File: src/hdl/gne_pkg.sv
// shared constants, tables and control types of the grid neighbour expander
package gne_pkg;

    localparam int MAX_SIDE  = 64;
    localparam int COORD_W   = $clog2(MAX_SIDE);
    localparam int SIDE_W    = COORD_W + 1;
    localparam int ADDR_W    = 2 * COORD_W;
    localparam int NBR_N     = 8;
    localparam int NBR_IDX_W = $clog2(NBR_N);
    localparam int COST_W    = 8;
    localparam int APB_DW    = 32;
    localparam int APB_AW    = 3;

    localparam logic [COST_W-1:0] COST_STRAIGHT = 8'd160;
    localparam logic [COST_W-1:0] COST_DIAGONAL = 8'd226;
    localparam logic [SIDE_W-1:0] SIDE_RESET    = SIDE_W'(MAX_SIDE);

    localparam logic FUNC_WRITE  = 1'b0;
    localparam logic FUNC_EXPAND = 1'b1;

    localparam logic REG_GRID_WIDTH  = 1'b0;
    localparam logic REG_GRID_HEIGHT = 1'b1;

    localparam logic [1:0] OFF_M = 2'd0;
    localparam logic [1:0] OFF_Z = 2'd1;
    localparam logic [1:0] OFF_P = 2'd2;

    // neighbour order: column outer, row inner, centre skipped
    localparam logic [1:0] NBR_DX [NBR_N] =
        '{OFF_M, OFF_M, OFF_M, OFF_Z, OFF_Z, OFF_P, OFF_P, OFF_P};
    localparam logic [1:0] NBR_DY [NBR_N] =
        '{OFF_M, OFF_Z, OFF_P, OFF_M, OFF_P, OFF_M, OFF_Z, OFF_P};

    // orthogonal cells beside each diagonal: same row, same column
    localparam logic [NBR_IDX_W-1:0] ORTH_ROW [NBR_N] =
        '{3'd1, 3'd0, 3'd1, 3'd0, 3'd0, 3'd6, 3'd0, 3'd6};
    localparam logic [NBR_IDX_W-1:0] ORTH_COL [NBR_N] =
        '{3'd3, 3'd0, 3'd4, 3'd0, 3'd0, 3'd3, 3'd0, 3'd4};

    typedef struct packed {
        logic                 wr_en;
        logic                 start;
        logic                 rd_en;
        logic [NBR_IDX_W-1:0] rd_idx;
        logic                 eval;
        logic                 emit;
    } gne_cmd_t;

    typedef struct packed {
        logic out_free;
        logic pick_last;
    } gne_status_t;

endpackage

File: src/hdl/gne_regs.sv
// apb register file holding the grid size
module gne_regs (
    input  logic                       clk,
    input  logic                       rst_n,
    input  logic                       psel,
    input  logic                       penable,
    input  logic                       pwrite,
    input  logic [gne_pkg::APB_AW-1:0] paddr,
    input  logic [gne_pkg::APB_DW-1:0] pwdata,
    output logic [gne_pkg::APB_DW-1:0] prdata,
    output logic                       pready,
    output logic [gne_pkg::SIDE_W-1:0] width_eff,
    output logic [gne_pkg::SIDE_W-1:0] height_eff
);
    import gne_pkg::*;

    logic [SIDE_W-1:0] width_reg;
    logic [SIDE_W-1:0] height_reg;
    logic              wr_en;

    assign pready = 1'b1;
    assign wr_en  = psel && penable && pwrite;

    always_ff @(posedge clk or negedge rst_n)
    begin
        if (!rst_n)
        begin
            width_reg  <= SIDE_RESET;
            height_reg <= SIDE_RESET;
        end
        else if (wr_en)
        begin
            unique case (paddr[2])
                REG_GRID_WIDTH:  width_reg  <= pwdata[SIDE_W-1:0];
                REG_GRID_HEIGHT: height_reg <= pwdata[SIDE_W-1:0];
                default:         width_reg  <= width_reg;
            endcase
        end
    end

    always_comb
    begin
        unique case (paddr[2])
            REG_GRID_WIDTH:  prdata = APB_DW'(width_reg);
            REG_GRID_HEIGHT: prdata = APB_DW'(height_reg);
            default:         prdata = '0;
        endcase
    end

    // sizes above the store saturate
    assign width_eff  = (width_reg  > SIDE_RESET) ? SIDE_RESET : width_reg;
    assign height_eff = (height_reg > SIDE_RESET) ? SIDE_RESET : height_reg;

endmodule

File: config.mk
export PLATFORM = sky130hd
export DESIGN_NAME = gne_regs
export DESIGN_NICKNAME = d
export VERILOG_FILES = /design/src/hdl/gne_pkg.sv /design/src/hdl/gne_regs.sv
export SDC_FILE = /design/constraint.sdc
export NUM_CORES = 1
export LEC_CHECK = 0
export BUFFER_PORTS_ARGS = -buffer_cell sky130_fd_sc_hd__buf_2
export CORE_AREA = 2 2 54 56
export DETAILED_ROUTE_END_ITERATION = 7
export DIE_AREA = 0 0 56 58
export GPL_TIMING_DRIVEN = 0
export MAX_ROUTING_LAYER = met4
export PLACE_DENSITY_LB_ADDON = 0.25
export SLEW_MARGIN = 20
export SYNTH_ARGS = -nofsm -noshare
export SYNTH_HDL_FRONTEND = slang
export SYNTH_SLANG_ARGS = --single-unit
File: constraint.sdc
create_clock -name clk -period 0.9 [get_ports clk]
set_input_delay 0.045 -clock clk [delete_from_list [all_inputs] [get_ports clk]]
set_output_delay 0.045 -clock clk [all_outputs]
set_load 0.02 [all_outputs]
* After elaboration in Yosys (flattened, before gate mapping)
Index checks and enable logic that the tools add are counted.
** Word-level totals
- Register bits :: 14
- Logic and storage cells :: 12
- Input bits :: 40
- Output and inout bits :: 47
** Cells by class
- $lt $le $gt $ge :: 2
- Bitwise gates (word level) :: 1
- Mux-type cells :: 3
- Reductions and logical operators :: 4
** Operator list (number)
- 32-bit case mux with 2 select lines :: 1
- 7-bit > comparator, second input constant :: 2
- 7-bit 2-to-1 mux :: 2
- 2-bit AND reduction :: 2
- 1-bit logical AND :: 2
- 1-bit NOT :: 1

* Logic depth before layout (Yosys ltp)
- Depth after elaboration :: 3
- Gate-level depth with buffers :: 3
- Depth with buffers taken out :: 2

* Least setup slack after synthesis
No wires, ideal clock.
- Kind :: reg-to-output
- From :: register width_reg[6]
- To :: output width_eff[6] (netlist name)
- Stages on the path, launching flop included :: 2
- Data required time :: 0.855 ns
- Path buffers :: 1
- Data arrival time :: 0.793 ns
- Slack :: 0.062 ns
- Cells stage by stage :: dfstp_2 clkbuf_1
** On the way
- Word-level cells in the longest chain between the ends :: 2
** Ends and longest elaborated chain
- start: declaration :: RTL line gne_regs.sv:17 : logic [SIDE_W-1:0] width_reg;
- start signal: assignment :: RTL line gne_regs.sv:34 : REG_GRID_WIDTH: width_reg <= pwdata[SIDE_W-1:0];
- start signal: assignment :: RTL line gne_regs.sv:36 : default: width_reg <= width_reg;
- 7-bit > comparator :: RTL line gne_regs.sv:51 : assign width_eff = (width_reg > SIDE_RESET) ? SIDE_RESET : width_reg;
- 7-bit 2-to-1 mux * :: RTL line gne_regs.sv:51
- end: declaration :: RTL line gne_regs.sv:12 : output logic [gne_pkg::SIDE_W-1:0] width_eff,
Mark *: on every way between the ends. The rest lies on a longest branch, timed or not.

* Worst setup path after layout
- From :: register height_reg[6]
- To :: output height_eff[3] (netlist name)
** On the way
- Word-level cells in the longest chain between the ends :: 2
** Ends and longest elaborated chain
- start: declaration :: RTL line gne_regs.sv:18 : logic [SIDE_W-1:0] height_reg;
- start signal: assignment :: RTL line gne_regs.sv:35 : REG_GRID_HEIGHT: height_reg <= pwdata[SIDE_W-1:0];
- 7-bit > comparator :: RTL line gne_regs.sv:52 : assign height_eff = (height_reg > SIDE_RESET) ? SIDE_RESET : height_reg;
- 7-bit 2-to-1 mux :: RTL line gne_regs.sv:52
- end: declaration :: RTL line gne_regs.sv:13 : output logic [gne_pkg::SIDE_W-1:0] height_eff
No other way between the ends.

==> flow_metrics.env <==
export IMPL_start_kind="register"
export IMPL_use_met3_pct=5.134
export IMPL_finalCritPeriodShare_pct=135.6
export IMPL_critPathMaxFanout=5
export IMPL_ys_types=10
export IMPL_fp_coreArea_um2=2663
export IMPL_pwr_share_clk_pct=13.4
export IMPL_worstSetupPathType="register to primary output"
export IMPL_nets=193
export IMPL_grt_setup_unrepaired="yes"
export IMPL_n_antenna_cell=0
export IMPL_internal_power_mw=1.768
export IMPL_clock_latency_ns=0.27
export IMPL_holdWs_ns=0.02408
export IMPL_first_iter_violations=1
export IMPL_fmax_ghz=0.8195
export IMPL_min_period_ns=1.220
export IMPL_antenna_found_initial=0
export IMPL_port_buffers=32
export IMPL_grt_ovfl_total=0
export IMPL_p_sw_mw=1.004
export IMPL_grtUsageTotal_pct=12.99
export IMPL_use_met1_pct=14.35
export IMPL_fp_row_count=19
export IMPL_yosysMostFrequentCell="buf_4"
export IMPL_num_vias=726
export IMPL_p_sw_share_pct=36.22
export IMPL_dpl_hpwl_mm=1.367
export IMPL_crit_required_ns=0.85
export IMPL_synthArstFlopShare_pct=100.0
export IMPL_worst_slack_ns=-0.3203
export IMPL_leakage_nw=0.8046
export IMPL_die_y_um=58
export IMPL_htreeDepth=1
export IMPL_drive_gt1_share_pct=63.16
export IMPL_synth_top_area_share_pct=32.56
export IMPL_synth_edf_count=0
export IMPL_fin_util_pct=55.26
export IMPL_hold_viol_final=0
export IMPL_maxCapViolCount=0
export IMPL_syn_area_um2=922.1
export IMPL_cts_buffers=3
export IMPL_synth_seq_cells=14
export IMPL_synth_area_leaders="dfrtp_1, mux2_2, buf_4"
export IMPL_die_area_um2=3248
export IMPL_die_x_um=56
export IMPL_route_detailed_drc=0
export IMPL_grt_busiest_layer="met2"
export IMPL_grt_util_met2_pct=21.68
export IMPL_yosysSeqAreaShare_pct=38.26
export IMPL_avgSynthCellArea_um2=11.53
export IMPL_yosys_warnings=0
export IMPL_worstPathArrival_ns=1.18
export IMPL_routedWlPerCell_um=11.13
export IMPL_synthTopCellsByCount="buf_4, mux2_2, dfrtp_1, nor2b_1"
export IMPL_grt_start_max_net_pins=15
export IMPL_clock_sink_count=14
export IMPL_gp_congestion=0.6810
export IMPL_min_path_type="input port to register"
export IMPL_seqPwrFrac_pct=32.2
export IMPL_endpoint_kind="primary output"
export IMPL_dpl_cell_area_um2=1211
export IMPL_route_final_wire_length_mm=2.037
export IMPL_synth_main_ff_cell="dfrtp_1"
export IMPL_dp_slack_ns=-0.1073
export IMPL_clock_root_buffer="clkbuf_4"
export IMPL_synth_top_area_cell="dfrtp_1"
export IMPL_vdd_drop_max_uv=1330
export IMPL_violations="negative setup slack"
export IMPL_syn_inst=80
export IMPL_dp_cells=167
export IMPL_finalSetupTns_ns=-5.937
export IMPL_initial_core_util_pct=34.63
export IMPL_power_density_nw_per_um2=1884
export IMPL_tritoncts="yes"
export IMPL_via_per_inst=3.967
export IMPL_status="finished with violations"
export IMPL_ant_nets=0
export IMPL_clkSlewWorstSetupHoldPaths_ns=0.07
export IMPL_setup_violations=24
export IMPL_drv_slew=0
export IMPL_ioPinCount=87
export IMPL_final_cells=183
export IMPL_fin_area_um2=1471
export IMPL_total_power_mw=2.772
export IMPL_grt_pass1_wl_mm=3.201
export IMPL_grt_pass1_vias=684
export IMPL_max_clock_path_buffers=2
export IMPL_pwr_share_comb_pct=54.4
export IMPL_drtPass1Iterations=3
export IMPL_fin_skew_ns=0
export IMPL_area_growth_synth_to_final_pct=59.57
[metal layers]
metal / vias to the layer above / share of wire, %
li1: 352 / -
met1: 325 / 41
met2: 49 / 47
met3: 0 / 12
met4: 0 / 0
met5: - / 0
[path summary, 6_finish.rpt]
| check | startpoint | endpoint | slack, ns | cells after the start |
|---|---|---|---|---|
| min in group asynchronous | rst_n | height_reg[1] | 0.17 | 2 |
| max | height_reg[6] | height_eff[3] | -0.32 | 3 |
| min | pwdata[5] | width_reg[5] | 0.02 | 2 |
| min reg2reg | height_reg[5] | height_reg[5] | 0.52 | 1 |
| max in group asynchronous | rst_n | height_reg[6] | 0.41 | 2 |
| max reg2reg | height_reg[3] | height_reg[3] | 0 | 2 |
[cell families (layout without fill, tap and decap cells)]
kind of cell | count (synthesis) | count (layout) | share of synthesized area, %
buffers and inverters | 29 | 77 | 23.20
DFF | 14 | 14 | 38.26
muxes | 21 | 21 | 25.64
other | 2 | 26 | 0.8144
and+or+nand+nor | 14 | 14 | 12.08
[layout make-up]
cell class	instances	area [µm²]
sequential	14	352.8
clock buffer	4	26.28
fill	250	1191
timing repair buffer	44	360.3
tap	31	38.79
buffer	29	214.0
multi-input combinational	61	479.2
[repair_timing]
item	CTS	global route
hold buffers	5	0
resized for setup	22	18
endpoints found under the setup margin	21	24
buffers inserted	7	0
endpoints found under the hold margin	20	0
[worst max-delay path, cell delays in order, from the launching register on]
cell and delay [ns]:
dfstp_2 0.58, buf_6 0.13, nor2b_1 0.04, buf_4 0.15
[power by group through the flow]
stage	registers [mW]	logic, mW	clock network, mW
final	0.892	1.51	0.373
after global routing	0.918	1.60	0.405
after CTS	0.881	1.39	0.395
after detailed placement	0.931	1.07	0
after global placement	0.922	1.06	0
after floorplan	0.877	0.795	0
[cells in the final DEF (no fill, tap or decap)]
| cell type | count |
|---|---|
| nor2b_1 | 10 |
| mux2_2 | 16 |
| nand4b_4 | 1 |
| conb_1 | 26 |
| buf_2 | 17 |
| dlygate4sd3_1 | 5 |
| mux2_4 | 5 |
| nor2b_4 | 2 |
| clkbuf_4 | 3 |
| buf_4 | 32 |
| nand4_2 | 1 |
| dfstp_2 | 2 |
| clkbuf_1 | 3 |
| dfrtp_1 | 12 |
| buf_6 | 17 |
Note: power is estimated with default switching activity, not from simulation.
