[src/hdl/gne_pkg.sv]
// shared constants, tables and control types of the grid neighbour expander
package gne_pkg;

    localparam int MAX_SIDE  = 64;
    localparam int COORD_W   = $clog2(MAX_SIDE);
    localparam int SIDE_W    = COORD_W + 1;
    localparam int ADDR_W    = 2 * COORD_W;
    localparam int NBR_N     = 8;
    localparam int NBR_IDX_W = $clog2(NBR_N);
    localparam int COST_W    = 8;
    localparam int APB_DW    = 32;
    localparam int APB_AW    = 3;

    localparam logic [COST_W-1:0] COST_STRAIGHT = 8'd160;
    localparam logic [COST_W-1:0] COST_DIAGONAL = 8'd226;
    localparam logic [SIDE_W-1:0] SIDE_RESET    = SIDE_W'(MAX_SIDE);

    localparam logic FUNC_WRITE  = 1'b0;
    localparam logic FUNC_EXPAND = 1'b1;

    localparam logic REG_GRID_WIDTH  = 1'b0;
    localparam logic REG_GRID_HEIGHT = 1'b1;

    localparam logic [1:0] OFF_M = 2'd0;
    localparam logic [1:0] OFF_Z = 2'd1;
    localparam logic [1:0] OFF_P = 2'd2;

    // neighbour order: column outer, row inner, centre skipped
    localparam logic [1:0] NBR_DX [NBR_N] =
        '{OFF_M, OFF_M, OFF_M, OFF_Z, OFF_Z, OFF_P, OFF_P, OFF_P};
    localparam logic [1:0] NBR_DY [NBR_N] =
        '{OFF_M, OFF_Z, OFF_P, OFF_M, OFF_P, OFF_M, OFF_Z, OFF_P};

    // orthogonal cells beside each diagonal: same row, same column
    localparam logic [NBR_IDX_W-1:0] ORTH_ROW [NBR_N] =
        '{3'd1, 3'd0, 3'd1, 3'd0, 3'd0, 3'd6, 3'd0, 3'd6};
    localparam logic [NBR_IDX_W-1:0] ORTH_COL [NBR_N] =
        '{3'd3, 3'd0, 3'd4, 3'd0, 3'd0, 3'd3, 3'd0, 3'd4};

    typedef struct packed {
        logic                 wr_en;
        logic                 start;
        logic                 rd_en;
        logic [NBR_IDX_W-1:0] rd_idx;
        logic                 eval;
        logic                 emit;
    } gne_cmd_t;

    typedef struct packed {
        logic out_free;
        logic pick_last;
    } gne_status_t;

endpackage

[src/hdl/gne_ctrl.sv]
// controller sequencing map writes, window reads and result emission
module gne_ctrl (
    input  logic                 clk,
    input  logic                 rst_n,
    input  logic                 in_valid,
    input  logic                 in_func,
    output logic                 in_ready,
    input  gne_pkg::gne_status_t status,
    output gne_pkg::gne_cmd_t    cmd
);
    import gne_pkg::*;

    localparam logic [2:0] ST_IDLE  = 3'd0;
    localparam logic [2:0] ST_READ  = 3'd1;
    localparam logic [2:0] ST_DRAIN = 3'd2;
    localparam logic [2:0] ST_EVAL  = 3'd3;
    localparam logic [2:0] ST_EMIT  = 3'd4;

    logic [2:0]           state_reg;
    logic [2:0]           state_next;
    logic [NBR_IDX_W-1:0] cnt_reg;
    logic [NBR_IDX_W-1:0] cnt_next;
    logic                 accept;

    assign in_ready = (state_reg == ST_IDLE);
    assign accept   = in_valid && in_ready;

    always_comb
    begin
        state_next = state_reg;
        cnt_next   = cnt_reg;
        cmd        = '0;
        unique case (state_reg)
            ST_IDLE:
            begin
                cmd.wr_en = accept && (in_func == FUNC_WRITE);
                cmd.start = accept && (in_func == FUNC_EXPAND);
                if (cmd.start)
                begin
                    state_next = ST_READ;
                    cnt_next   = '0;
                end
            end
            ST_READ:
            begin
                cmd.rd_en  = 1'b1;
                cmd.rd_idx = cnt_reg;
                cnt_next   = cnt_reg + 1'b1;
                if (cnt_reg == NBR_IDX_W'(NBR_N - 1))
                begin
                    state_next = ST_DRAIN;
                end
            end
            ST_DRAIN:
            begin
                state_next = ST_EVAL;
            end
            ST_EVAL:
            begin
                cmd.eval   = 1'b1;
                state_next = ST_EMIT;
            end
            ST_EMIT:
            begin
                cmd.emit = status.out_free;
                if (status.out_free && status.pick_last)
                begin
                    state_next = ST_IDLE;
                end
            end
            default:
            begin
                state_next = ST_IDLE;
            end
        endcase
    end

    always_ff @(posedge clk or negedge rst_n)
    begin
        if (!rst_n)
        begin
            state_reg <= ST_IDLE;
            cnt_reg   <= '0;
        end
        else
        begin
            state_reg <= state_next;
            cnt_reg   <= cnt_next;
        end
    end

endmodule

[config.mk]
export PLATFORM = sky130hd
export DESIGN_NAME = gne_ctrl
export DESIGN_NICKNAME = d
export VERILOG_FILES = /design/src/hdl/gne_pkg.sv /design/src/hdl/gne_ctrl.sv
export SDC_FILE = /design/constraint.sdc
export NUM_CORES = 1
export LEC_CHECK = 0
export BUFFER_PORTS_ARGS = -buffer_cell sky130_fd_sc_hd__buf_4
export CAP_MARGIN = 15
export CORE_AREA = 2 2 39 41
export DETAILED_ROUTE_END_ITERATION = 6
export DIE_AREA = 0 0 41 43
export GPL_ROUTABILITY_DRIVEN = 0
export PLACE_DENSITY = 0.61
export SYNTH_ARGS = -nofsm -noshare
export SYNTH_HDL_FRONTEND = slang
export SYNTH_SLANG_ARGS = --single-unit
[constraint.sdc]
create_clock -name clk -period 1.55 [get_ports clk]
set_clock_uncertainty 0.15 [all_clocks]
set_input_delay 0.0775 -clock clk [delete_from_list [all_inputs] [get_ports clk]]
set_output_delay 0.0775 -clock clk [all_outputs]
set_load 0.02 [all_outputs]
Word-level counts from Yosys, hierarchy flattened

Cells that the tools add are included.

Shifts and indexed selects: 0
Eq/ne operators: 8
Magnitude comparators: 0
Multipliers: 0
Add/sub/neg operators: 1
Multiplexer cells: 10
Bitwise operators: 1
Reduce and logical (&&, ||, !) cells: 8
Divide/modulo/power cells: 0

Operator list:

| operator                                       | number |
|---|---|
| one-hot mux 3 bit (5 select lines)             | 1 |
| 2-to-1 mux 3 bit                               | 4 |
| == test 3 x 2 -> 1 bit (second input constant) | 2 |
| == test 3 bit (second input constant)          | 2 |
| one-hot mux 3 bit (2 select lines)             | 1 |
| logical AND 1 bit                              | 4 |
| 2-to-1 mux 4 bit                               | 1 |
| != test 2 bit (second input constant)          | 2 |
| adder 3 x 1 -> 3 bit (second input constant)   | 1 |
| == test 3 x 1 -> 1 bit (second input constant) | 1 |
| logical NOT 3 bit                              | 1 |
| AND reduction 3 bit                            | 1 |
| 2-to-1 mux 1 bit                               | 2 |
| 2-to-1 mux 2 bit                               | 1 |
| != test 2 x 1 -> 1 bit (second input constant) | 1 |
| AND reduction 2 bit                            | 1 |
| nonzero test 2 bit                             | 1 |
| NOT 1 bit                                      | 1 |

Input bits: 6
Output and inout port bits: 9
ROM bits: 0
Word-level logic and storage cells: 30
Bits in writable memories: 0
Memories kept: 0
Latch bits: 0
Register bits: 6

Longest topological paths before layout

Depth after elaboration: 5
Mapped depth: 4
Gate-level depth less buffers: 4

Worst setup path before layout

No wires, ideal clock.

Path type: register to output
Start: register state_reg[1]
End: output port cmd[7] (netlist name)
Data arrival time: 1.467 ns
Stages on the path, launching flop included: 4
Path slack: -0.144 ns
Buffers on the path: 1
Cell sequence: dfrtp_1 -> buf_2 -> nor3_1 -> and3b_1

RTL lines:

| what                   | RTL line       | text |
|---|---|---|
| from (decl)            | gne_ctrl.sv:19 | `logic [2:0] state_reg;` |
| from (signal assigned) | gne_ctrl.sv:87 | `state_reg <= state_next;` |
| to (decl)              | gne_ctrl.sv:9  | `output gne_pkg::gne_cmd_t cmd` |

Worst setup path in the final report

Start: register cnt_reg[1]
End: register state_reg[0]

Word-level cells in the longest chain between the ends: 3

RTL lines:

| what                                 | RTL line       | text |
|---|---|---|
| from (decl)                          | gne_ctrl.sv:21 | `logic [NBR_IDX_W-1:0] cnt_reg;` |
| from (signal assigned)               | gne_ctrl.sv:88 | `cnt_reg <= cnt_next;` |
| == test 3 bit                        | gne_ctrl.sv:49 | `if (cnt_reg == NBR_IDX_W'(NBR_N - 1))` |
| != test 2 bit (no source line)       | -              |  |
| AND reduction 3 bit (no source line) | -              |  |

Every way passes these cells.
A chain may end at the register's enable or synchronous reset.

==> metrics <==
status complete, but fails checks; violations in the final reports setup timing; Final WS setup -0.0231 ns; Reg clk slew, reported paths ~0.05 ns; Worst R2R Path Depth 4; slowest stage delay, CP 0.52 ns; Worst R2R Start cnt_reg[1]; Worst Tran Pin Value between 0.2 and 0.3 ns; Synth top cells by count dfrtp_1 (6), and2_1 (4), a21oi_1 (3), nand2_1 (3); post-DP HPWL ~660 um; WL final 1.12 mm; Reg2Reg Setup Slack -0.02 ns; largest net degree at the start of global routing 11; DR vias/cell ~4.9; PwrDens roughly 2100 nW/um^2; Final Hold Viols 0; Async SR Flop Fraction 100%; Critical Path RT around 1.6 ns; crit path launch type flop; share of the synthesized area in the top cell type between 30% and 40%; fin. max-slew vios 0; layout overhead on the synthesized area 83.9%; Tot Pwr between 0.0015 and 0.002 W; CTS HTree Levels 1; max_cap viols 0; Syn. warnings 0; Tcrit/Tclk final 101%; cell taking the most area after synthesis dfrtp_1; syn_nets 48; unrepaired setup endpoints after global routing yes; Starting Density 28.7%; post-synth cell types 23; DR vias approximately 430; post-synthesis sequential area ratio between 30% and 40%; CTS root buf clkbuf_4; First DRT Iteration DRCs 13; diodes inserted 0; worst slack, placed about 0.021 ns; maximum clock frequency about 640 MHz; DRC 0; Worst R2R End state_reg[0]; top-count cell post-synth dfrtp_1; filler instances between 100 and 150; final net count 81; share of cells above drive strength 1 57.7%; prevailing post-synth register cell dfrtp_1; Leakage around 0.34 nW; total CTS buffers 3; initial antenna violation count 0; gr usage total 14.2%; I/O pin count 15; Synth area leaders dfrtp_1 (38%), and2_1 (6.3%), ha_1 (6.3%); Total Die Area roughly 1800 um^2; Yosys reg bits 6; final count of negative-setup-slack endpoints 1; crit-path cells ha_2 -> ha_4 -> or4b_4 -> o31ai_4; CP endpoint kind flop; number of global-route vias before repair 379; slowest library cell on the worst path or4b_4; first-pass detailed-route iteration total 4; CP arrival about 1.6 ns; Congestion Overflow GR 0; clk sinks 6; PortBufs 14; Post-synth EDFFs 0; Die X 41 um; first-pass GRT wire length roughly 1.6 mm; synthesized area per cell between 9 and 10 um^2; CP max FO 2; Max clock buf depth 2; Core ar. roughly 1400 um^2; Final ANT Viol Nets 0; row cnt 14; CTS tree done; Die Ht ~43 um; worst hold path class in2async; Max VDD drop 0.00110 V; critical path class reg2reg; Synth Cell Area 397 um^2; WL/cell 12.8 um; WHS 0.0276 ns; Final Critical Period 1.57 ns; insertion delay to the later sink of the worst-skew pair approximately 0.24 ns; cells after synthesis 40; Slew HR 80.6%
## cell families after synthesis
group | Yosys count | synth area share, %
AOI/OAI and AO/OA | 10 | 18.9
adders and majority gates | 2 | 6.31
buffers and inverters | 3 | 5.36
DFF | 6 | 37.9
and+or+nand+nor | 19 | 31.5
## through the flow
| stage | instances | setup TNS, ns | area (um^2) | util (%) |
|---|---|---|---|---|
| after CTS | 81 | 0 | 631 | 45.6 |
| final | 87 | -0.0231 | 729 | 52.7 |
| after detailed placement | 72 | 0 | 543 | 39.2 |
| after global placement | 72 | 0 | 543 | 39.2 |
| after floorplan | 40 | 0 | 402 | - |
| after global routing | 87 | -0.144 | 729 | 52.7 |
## cells in the final DEF, fill, tap and decap left out
cell / instances
and3b_1: 1
or4b_4: 1
dlygate4sd3_1: 3
o2bb2ai_1: 1
nand2_1: 3
a221o_1: 2
buf_4: 24
a21oi_1: 3
and3_4: 1
o31ai_4: 1
nand3b_1: 1
ha_4: 1
dfrtp_2: 2
dfrtp_1: 4
or3b_1: 1
nor2b_1: 2
o22a_1: 1
clkbuf_4: 3
nor2_1: 1
nor3_4: 1
nand2b_1: 1
and2_1: 4
buf_6: 4
ha_2: 1
o21a_1: 2
nor3b_2: 2
## how the worst max path moves through the flow
stage,from,cells past startpoint,to
2_1_floorplan,cnt_reg[0],4,state_reg[0]
3_3_place_gp,cnt_reg[0],4,state_reg[0]
3_5_place_dp,cnt_reg[1],4,state_reg[0]
4_1_cts,cnt_reg[0],4,state_reg[0]
5_1_grt,state_reg[1],4,cmd[7]
6_report,cnt_reg[1],4,state_reg[0]
## critical path, delay by kind of cell (launching register included)
| kind | cells | cell delay (ns) |
|---|---|---|
| AND/OR/NAND/NOR | 1 | 0.52 |
| flip-flops | 1 | 0.39 |
| adder cells (fa/ha/maj) | 2 | 0.36 |
| AO/OA/AOI/OAI | 1 | 0.07 |
## final cells by class
class | count | area, um^2 | area share (%)
Timing Repair Buffer | 31 | 255 | 35.0
Multi-Input combinational cell | 31 | 279 | 38.3
Sequential cell | 6 | 153 | 20.9
Clock buffer | 3 | 22.5 | 3.09
Tap cell | 16 | 20.0 | 2.74
## repair_timing
item,in CTS,in global routing
setup endpoints to repair,7,7
gates resized for setup,4,11
hold endpoints to repair,7,0
hold buffers,3,0
buffers inserted,3,6
pin swaps,3,7
## routing by layer
layer | vias to the layer above | track usage, % | share of wire (%)
li1 | 213 | - | -
met4 | 0 | 14.0 | 1.8
met3 | 2 | 3.14 | 6.4
met5 | - | 0 | 0
met1 | 195 | 16.7 | 42
met2 | 17 | 19.7 | 50
## power breakdown
group          internal (W)  switching [W]  total, W  leakage, nW
sequential         0.000232      0.0000699  0.000302       0.0724
clock             0.0000874      0.0000538  0.000141       0.0138
combinational      0.000626       0.000493   0.00112        0.258
No activity file was read; power rests on OpenSTA's default activity.
